**src/carp_pkg.sv**
```systemverilog
package carp_pkg;

    localparam int unsigned PEER_IDX_W = 5;

    // c + c * 0x62531965 folds into one multiply by the constant plus one
    localparam logic [31:0] MIX_MUL_PLUS1 = 32'h6253_1966;

    typedef struct packed {
        logic [7:0]            key_byte;
        logic                  key_last;
        logic                  peer_last;
        logic [PEER_IDX_W-1:0] peer_index;
        logic [31:0]           peer_hash;
        logic [31:0]           peer_load;
        logic                  peer_eligible;
    } key_item_t;

    typedef struct packed {
        logic [PEER_IDX_W-1:0] selected_peer;
        logic                  found;
    } sel_item_t;

    // controller to datapath
    typedef struct packed {
        logic accept;   // take one key item
        logic mix;      // hash mix multiply
        logic score;    // load multiply
        logic cmp;      // best-score compare
        logic publish;  // load the result register, clear request state
    } dp_cmd_t;

    // datapath to controller
    typedef struct packed {
        logic peer_last;
    } dp_status_t;

    // rotate left by 19 (byte hash)
    function automatic logic [31:0] rotl_byte(input logic [31:0] v);
        return {v[12:0], v[31:13]};
    endfunction

    // rotate left by 21 (final mix)
    function automatic logic [31:0] rotl_mix(input logic [31:0] v);
        return {v[10:0], v[31:11]};
    endfunction

endpackage

```
**src/carp_ctrl.sv**
```systemverilog
module carp_ctrl (
    input  logic                clk,
    input  logic                rst_n,
    input  logic                key_valid,
    input  logic                key_last,
    output logic                key_stall,
    output logic                sel_valid,
    input  logic                sel_stall,
    output carp_pkg::dp_cmd_t   cmd,
    input  carp_pkg::dp_status_t status
);

    typedef enum logic [4:0] {
        ST_IDLE  = 5'b00001,
        ST_MIX   = 5'b00010,
        ST_SCORE = 5'b00100,
        ST_CMP   = 5'b01000,
        ST_DONE  = 5'b10000
    } state_t;

    state_t state_reg, state_next;
    logic   sel_valid_reg, sel_valid_next;
    logic   out_free;

    assign key_stall = (state_reg != ST_IDLE);
    assign sel_valid = sel_valid_reg;
    assign out_free  = !sel_valid_reg || !sel_stall;

    always_comb
    begin
        state_next     = state_reg;
        sel_valid_next = sel_valid_reg && sel_stall;
        cmd            = '0;
        case (state_reg)
            ST_IDLE:
            begin
                if (key_valid)
                begin
                    cmd.accept = 1'b1;
                    if (key_last)
                    begin
                        state_next = ST_MIX;
                    end
                end
            end
            ST_MIX:
            begin
                cmd.mix    = 1'b1;
                state_next = ST_SCORE;
            end
            ST_SCORE:
            begin
                cmd.score  = 1'b1;
                state_next = ST_CMP;
            end
            ST_CMP:
            begin
                cmd.cmp    = 1'b1;
                state_next = status.peer_last ? ST_DONE : ST_IDLE;
            end
            ST_DONE:
            begin
                if (out_free)
                begin
                    cmd.publish    = 1'b1;
                    sel_valid_next = 1'b1;
                    state_next     = ST_IDLE;
                end
            end
            default:
            begin
                state_next = ST_IDLE;
            end
        endcase
    end

    always_ff @(posedge clk or negedge rst_n)
    begin
        if (!rst_n)
        begin
            state_reg     <= ST_IDLE;
            sel_valid_reg <= 1'b0;
        end
        else
        begin
            state_reg     <= state_next;
            sel_valid_reg <= sel_valid_next;
        end
    end

endmodule

```
**src/carp_dp.sv**
```systemverilog
module carp_dp #(
    parameter int unsigned PEER_COUNT = 32
) (
    input  logic                  clk,
    input  logic                  rst_n,
    input  carp_pkg::key_item_t   key_item,
    input  carp_pkg::dp_cmd_t     cmd,
    output carp_pkg::dp_status_t  status,
    output carp_pkg::sel_item_t   sel_item
);

    logic [31:0] hash_reg, hash_next, hash_upd;
    logic [31:0] c0_reg, c1_reg, load_reg;
    logic [63:0] score_reg, score_next;
    logic [carp_pkg::PEER_IDX_W-1:0] index_reg, best_peer_reg;
    logic        elig_reg, peer_last_reg;
    logic [63:0] best_score_reg;
    logic        have_best_reg;
    logic        idx_ok, take;
    carp_pkg::sel_item_t result_reg;

    assign hash_upd = hash_reg + carp_pkg::rotl_byte(hash_reg) + {24'd0, key_item.key_byte};

    // the hash restarts at the end of a request; the mix input is taken first
    always_comb
    begin
        hash_next = hash_reg;
        if (cmd.accept)
        begin
            hash_next = (key_item.key_last && key_item.peer_last) ? 32'd0 : hash_upd;
        end
    end

    assign score_next = carp_pkg::rotl_mix(c1_reg) * load_reg;
    assign idx_ok     = (32'(index_reg) < PEER_COUNT);
    assign take       = elig_reg && idx_ok && (score_reg > best_score_reg);

    always_ff @(posedge clk or negedge rst_n)
    begin
        if (!rst_n)
        begin
            hash_reg       <= '0;
            best_score_reg <= '0;
            best_peer_reg  <= '0;
            have_best_reg  <= 1'b0;
        end
        else
        begin
            hash_reg <= hash_next;
            if (cmd.cmp && take)
            begin
                best_score_reg <= score_reg;
                best_peer_reg  <= index_reg;
                have_best_reg  <= 1'b1;
            end
            else if (cmd.publish)
            begin
                best_score_reg <= '0;
                have_best_reg  <= 1'b0;
            end
        end
    end

    always_ff @(posedge clk)
    begin
        if (cmd.accept && key_item.key_last)
        begin
            c0_reg        <= hash_upd ^ key_item.peer_hash;
            load_reg      <= key_item.peer_load;
            index_reg     <= key_item.peer_index;
            elig_reg      <= key_item.peer_eligible;
            peer_last_reg <= key_item.peer_last;
        end
        if (cmd.mix)
        begin
            c1_reg <= c0_reg * carp_pkg::MIX_MUL_PLUS1;
        end
        if (cmd.score)
        begin
            score_reg <= score_next;
        end
        if (cmd.publish)
        begin
            result_reg.found         <= have_best_reg;
            result_reg.selected_peer <= have_best_reg ? best_peer_reg : '0;
        end
    end

    assign status.peer_last = peer_last_reg;
    assign sel_item         = result_reg;

endmodule

```
**src/carp_parent_selector.sv**
```systemverilog
// A key byte item without key_last is accepted without stalling the input. A key_last
// item passes through accept, mix multiply, load multiply and compare before the next
// item is taken; one that closes a request also passes publish first.
// sel_valid rises once the request-closing item has gone through these steps, later only
// while the previous result still sits unclaimed. rst_n (async, active low) clears
// the hash, best score, best peer and control state; no result is pending after reset.

// Structure: carp_ctrl sequences the multi-cycle key-end work, carp_dp
// holds the running hash, the two multiply stages and the best tracker.
// The running hash is shared across the peers of one request and restarts
// with the next request. Each multiply has a register behind it: the mix
// (32-bit constant product, low half) and the exact 64-bit load product.
// The result register lets a new request start streaming while the old
// result waits on sel_stall.
module carp_parent_selector #(
    parameter int unsigned PEER_COUNT = 32
) (
    input  logic                clk,
    input  logic                rst_n,
    input  logic                key_valid,
    output logic                key_stall,
    input  carp_pkg::key_item_t key_item,
    output logic                sel_valid,
    input  logic                sel_stall,
    output carp_pkg::sel_item_t sel_item
);

    carp_pkg::dp_cmd_t    cmd;
    carp_pkg::dp_status_t status;

    // sequencing: item acceptance, multiply steps, result publication
    carp_ctrl u_ctrl (
        .clk       (clk),
        .rst_n     (rst_n),
        .key_valid (key_valid),
        .key_last  (key_item.key_last),
        .key_stall (key_stall),
        .sel_valid (sel_valid),
        .sel_stall (sel_stall),
        .cmd       (cmd),
        .status    (status)
    );

    // hash, score and best-peer tracking
    carp_dp #(
        .PEER_COUNT (PEER_COUNT)
    ) u_dp (
        .clk      (clk),
        .rst_n    (rst_n),
        .key_item (key_item),
        .cmd      (cmd),
        .status   (status),
        .sel_item (sel_item)
    );

endmodule

```
**config.mk**
```make
export PLATFORM = sky130hd
export DESIGN_NAME = carp_parent_selector
export DESIGN_NICKNAME = d
export VERILOG_FILES = /design/src/carp_pkg.sv /design/src/carp_ctrl.sv /design/src/carp_dp.sv /design/src/carp_parent_selector.sv
export SDC_FILE = /design/constraint.sdc
export NUM_CORES = 2
export LEC_CHECK = 0
export BUFFER_PORTS_ARGS = -buffer_cell sky130_fd_sc_hd__buf_4
export CAP_MARGIN = 20
export CORE_UTILIZATION = 65
export CTS_BUF_LIST = sky130_fd_sc_hd__clkbuf_8
export DETAILED_ROUTE_END_ITERATION = 10
export GPL_TIMING_DRIVEN = 1
export PLACE_DENSITY = 0.92
export SLEW_MARGIN = 20
export SYNTH_ARGS = -nofsm -noshare
export SYNTH_HDL_FRONTEND = slang
export SYNTH_SLANG_ARGS = --single-unit
export TNS_END_PERCENT = 5
```
**constraint.sdc**
```tcl
create_clock -name clk -period 8.1 [get_ports clk]
set_clock_uncertainty 0.05 [all_clocks]
set_input_delay 1.215 -clock clk [delete_from_list [all_inputs] [get_ports clk]]
set_output_delay 1.215 -clock clk [all_outputs]
set_load 0.02 [all_outputs]
```
==> metrics.txt <==
data required time of the critical path=8.49 ns; unrepaired setup endpoints after global routing=true; Critical Path End Type=flip-flop; total gr overflow=0; Fillers=5349; non-filler instance count after layout=6665; Die H=290 microns; worst hold slack=0.430 ns; final setup violating endpoints=0; setup TNS=0 ns; Core Box Area=82000 sq um; Final Hold Viols=0; H-tree depth=2; First-pass DRT Iterations=6; fmax=0.125 GHz; Slew Viols, Final=0; dominant cell type by area after synthesis=fa_1; Clk Latency, worst-skew pair=0.72 ns; Routed Antenna Nets=0; CTS max path bufs=3; Routed Wire Length=140 mm; Slew @ Worst Pin=1.10 ns; Ys Warns=0; Ports=92; post-synth cell types=92; Post-synth top cells=inv_1, fa_1, and2_1; CTS tree=built; row cnt=105; Post-Synthesis Cells=5466; Worst Path Arrival=8.40 ns; Synth Register Bits=279; vias=39200; CTS Sinks=279; vias in the first global route=44900; largest net degree at the start of global routing=67; Avg Vias per Cell=5.89; final period utilization=0.989; asr flop ratio synth=0.387; Cell Area, Placed=56200 sq um; post-synth top area share=0.382; Worst slew margin=0.268; DRC Markers=0; post-route design area=57600 sq um; Layout Nets=7240; Crit Path Max Fanout=20; Post-DP HPWL=113 mm; initial antenna violation count=4; Port Buffers=90; Initial Util=0.656; outcome=finished clean; initial detailed-routing violation count=2891; Hold Buf Count CTS=0; EDFF count, synth=171; RePlAce Congestion=0.998; clk slew on worst S/H paths=0.06 ns; Worst setup SP type=flip-flop; gr usage total=0.349; average routed wire per standard cell=21.0 microns; worst hold path type=reg2reg; sequential area share after synthesis=0.146; first-pass GRT wire length=226 mm; layout cell share with drive strength beyond 1=0.0685; Syn Area/Cell=9.83 sq um; area grow syn2layout=7.21%; # Max-Cap Violations=0; min cycle time layout=8.01 ns; CTS root buf=clkbuf_8; Synth area leaders=fa_1, ha_1, edfxtp_1; CTS buffer count=53; post-synthesis instance area=53800 sq um; most common cell in the synthesized netlist=inv_1; Mapped Nets=7158; Post-synth top flop=edfxtp_1; critical path class=reg2reg; Die W=290 microns; Die ar.=83900 sq um; placed cells=6539
-- area by class of cell --
cell class              instances  area, sq um  share of cell area
multi-input cells            3636        40100               0.695
flip-flops and latches        279         7840               0.136
inverters                    1324         4970              0.0862
repair buffers                254         2330              0.0405
well taps                    1070         1340              0.0232
clock buffers                  54          743              0.0129
clock inverters                46          334             0.00580
diodes                          2         5.00           0.0000868
-- metal layers --
| layer | up-vias | GRT usage | share of wire |
|---|---|---|---|
| li1 | 16700 | - | - |
| met1 | 19400 | 0.384 | 0.33 |
| met2 | 2257 | 0.605 | 0.50 |
| met3 | 815 | 0.0783 | 0.089 |
| met4 | 2 | 0.236 | 0.077 |
| met5 | - | 0 | 0.000064 |
-- worst max-delay path, stage by stage, from the launching register on --
cell and delay, ns:
edfxtp_1 1.02, nand2_1 0.19, fa_1 0.57, inv_1 0.07, fa_1 0.56, fa_1 0.45, fa_1 0.56, fa_1 0.44
fa_1 0.46, fa_1 0.51, inv_1 0.06, fa_1 0.48, inv_1 0.04, ha_1 0.39, nand4_2 0.14, or3_1 0.36
o221ai_1 0.22, a41oi_2 0.10, o31a_4 0.44, o31ai_4 0.32, a31oi_1 0.16, xnor2_1 0.15
-- per-stage QoR --
| step | util | setup slack, ns |
|---|---|---|
| 2_1_floorplan | - | 0.831 |
| 6_report | 0.703 | 0.0902 |
| 5_1_grt | 0.703 | -0.0504 |
| 3_3_place_gp | 0.685 | 0.206 |
| 3_5_place_dp | 0.685 | 0.0658 |
| 4_1_cts | 0.698 | 0.0326 |
-- final timing paths --
| path | startpoint | endpoint | slack, ns | depth (start not counted) |
|---|---|---|---|---|
| max | u_dp.load_reg[28] | u_dp.score_reg[61] | 0.09 | 21 |
| min | u_dp.index_reg[4] | u_dp.best_peer_reg[4] | 0.43 | 1 |
| max reg2reg | u_dp.load_reg[28] | u_dp.score_reg[61] | 0.09 | 21 |
| min reg2reg | u_dp.index_reg[4] | u_dp.best_peer_reg[4] | 0.43 | 1 |
| max in group asynchronous | rst_n | u_dp.best_score_reg[58] | 6.19 | 2 |
| min in group asynchronous | rst_n | u_dp.best_peer_reg[0] | 0.50 | 1 |
-- repair_timing --
action	CTS	global route
endpoints found under the setup margin	0	18
gates resized for setup	0	3
buffers inserted	0	24
-- kinds of logic after synthesis --
group,Yosys count,share of synthesized area
adders and majority gates,1608,0.518
buffers and inverters,1551,0.110
and+or+nand+nor,1366,0.132
AOI/OAI and AO/OA,424,0.0544
DFF,279,0.146
xor gates and xnor gates,167,0.0272
muxes,71,0.0133
-- cell usage in the layout (no fill, tap or decap), drive strengths merged, types with 66 or more instances in the layout --
cell	synthesis	layout
mux2i	66	66
buf	24	254
ha	582	582
xnor2	107	107
nand2	522	522
inv	1324	1336
a21o	77	77
fa	1026	1026
dfrtp	107	107
nor2	67	67
and2	612	612
a21oi	108	108
edfxtp	171	171
o21ai	72	72
Power is not shown: default switching activity piles up to over one toggle a cycle in this logic, so the estimate is an artifact.
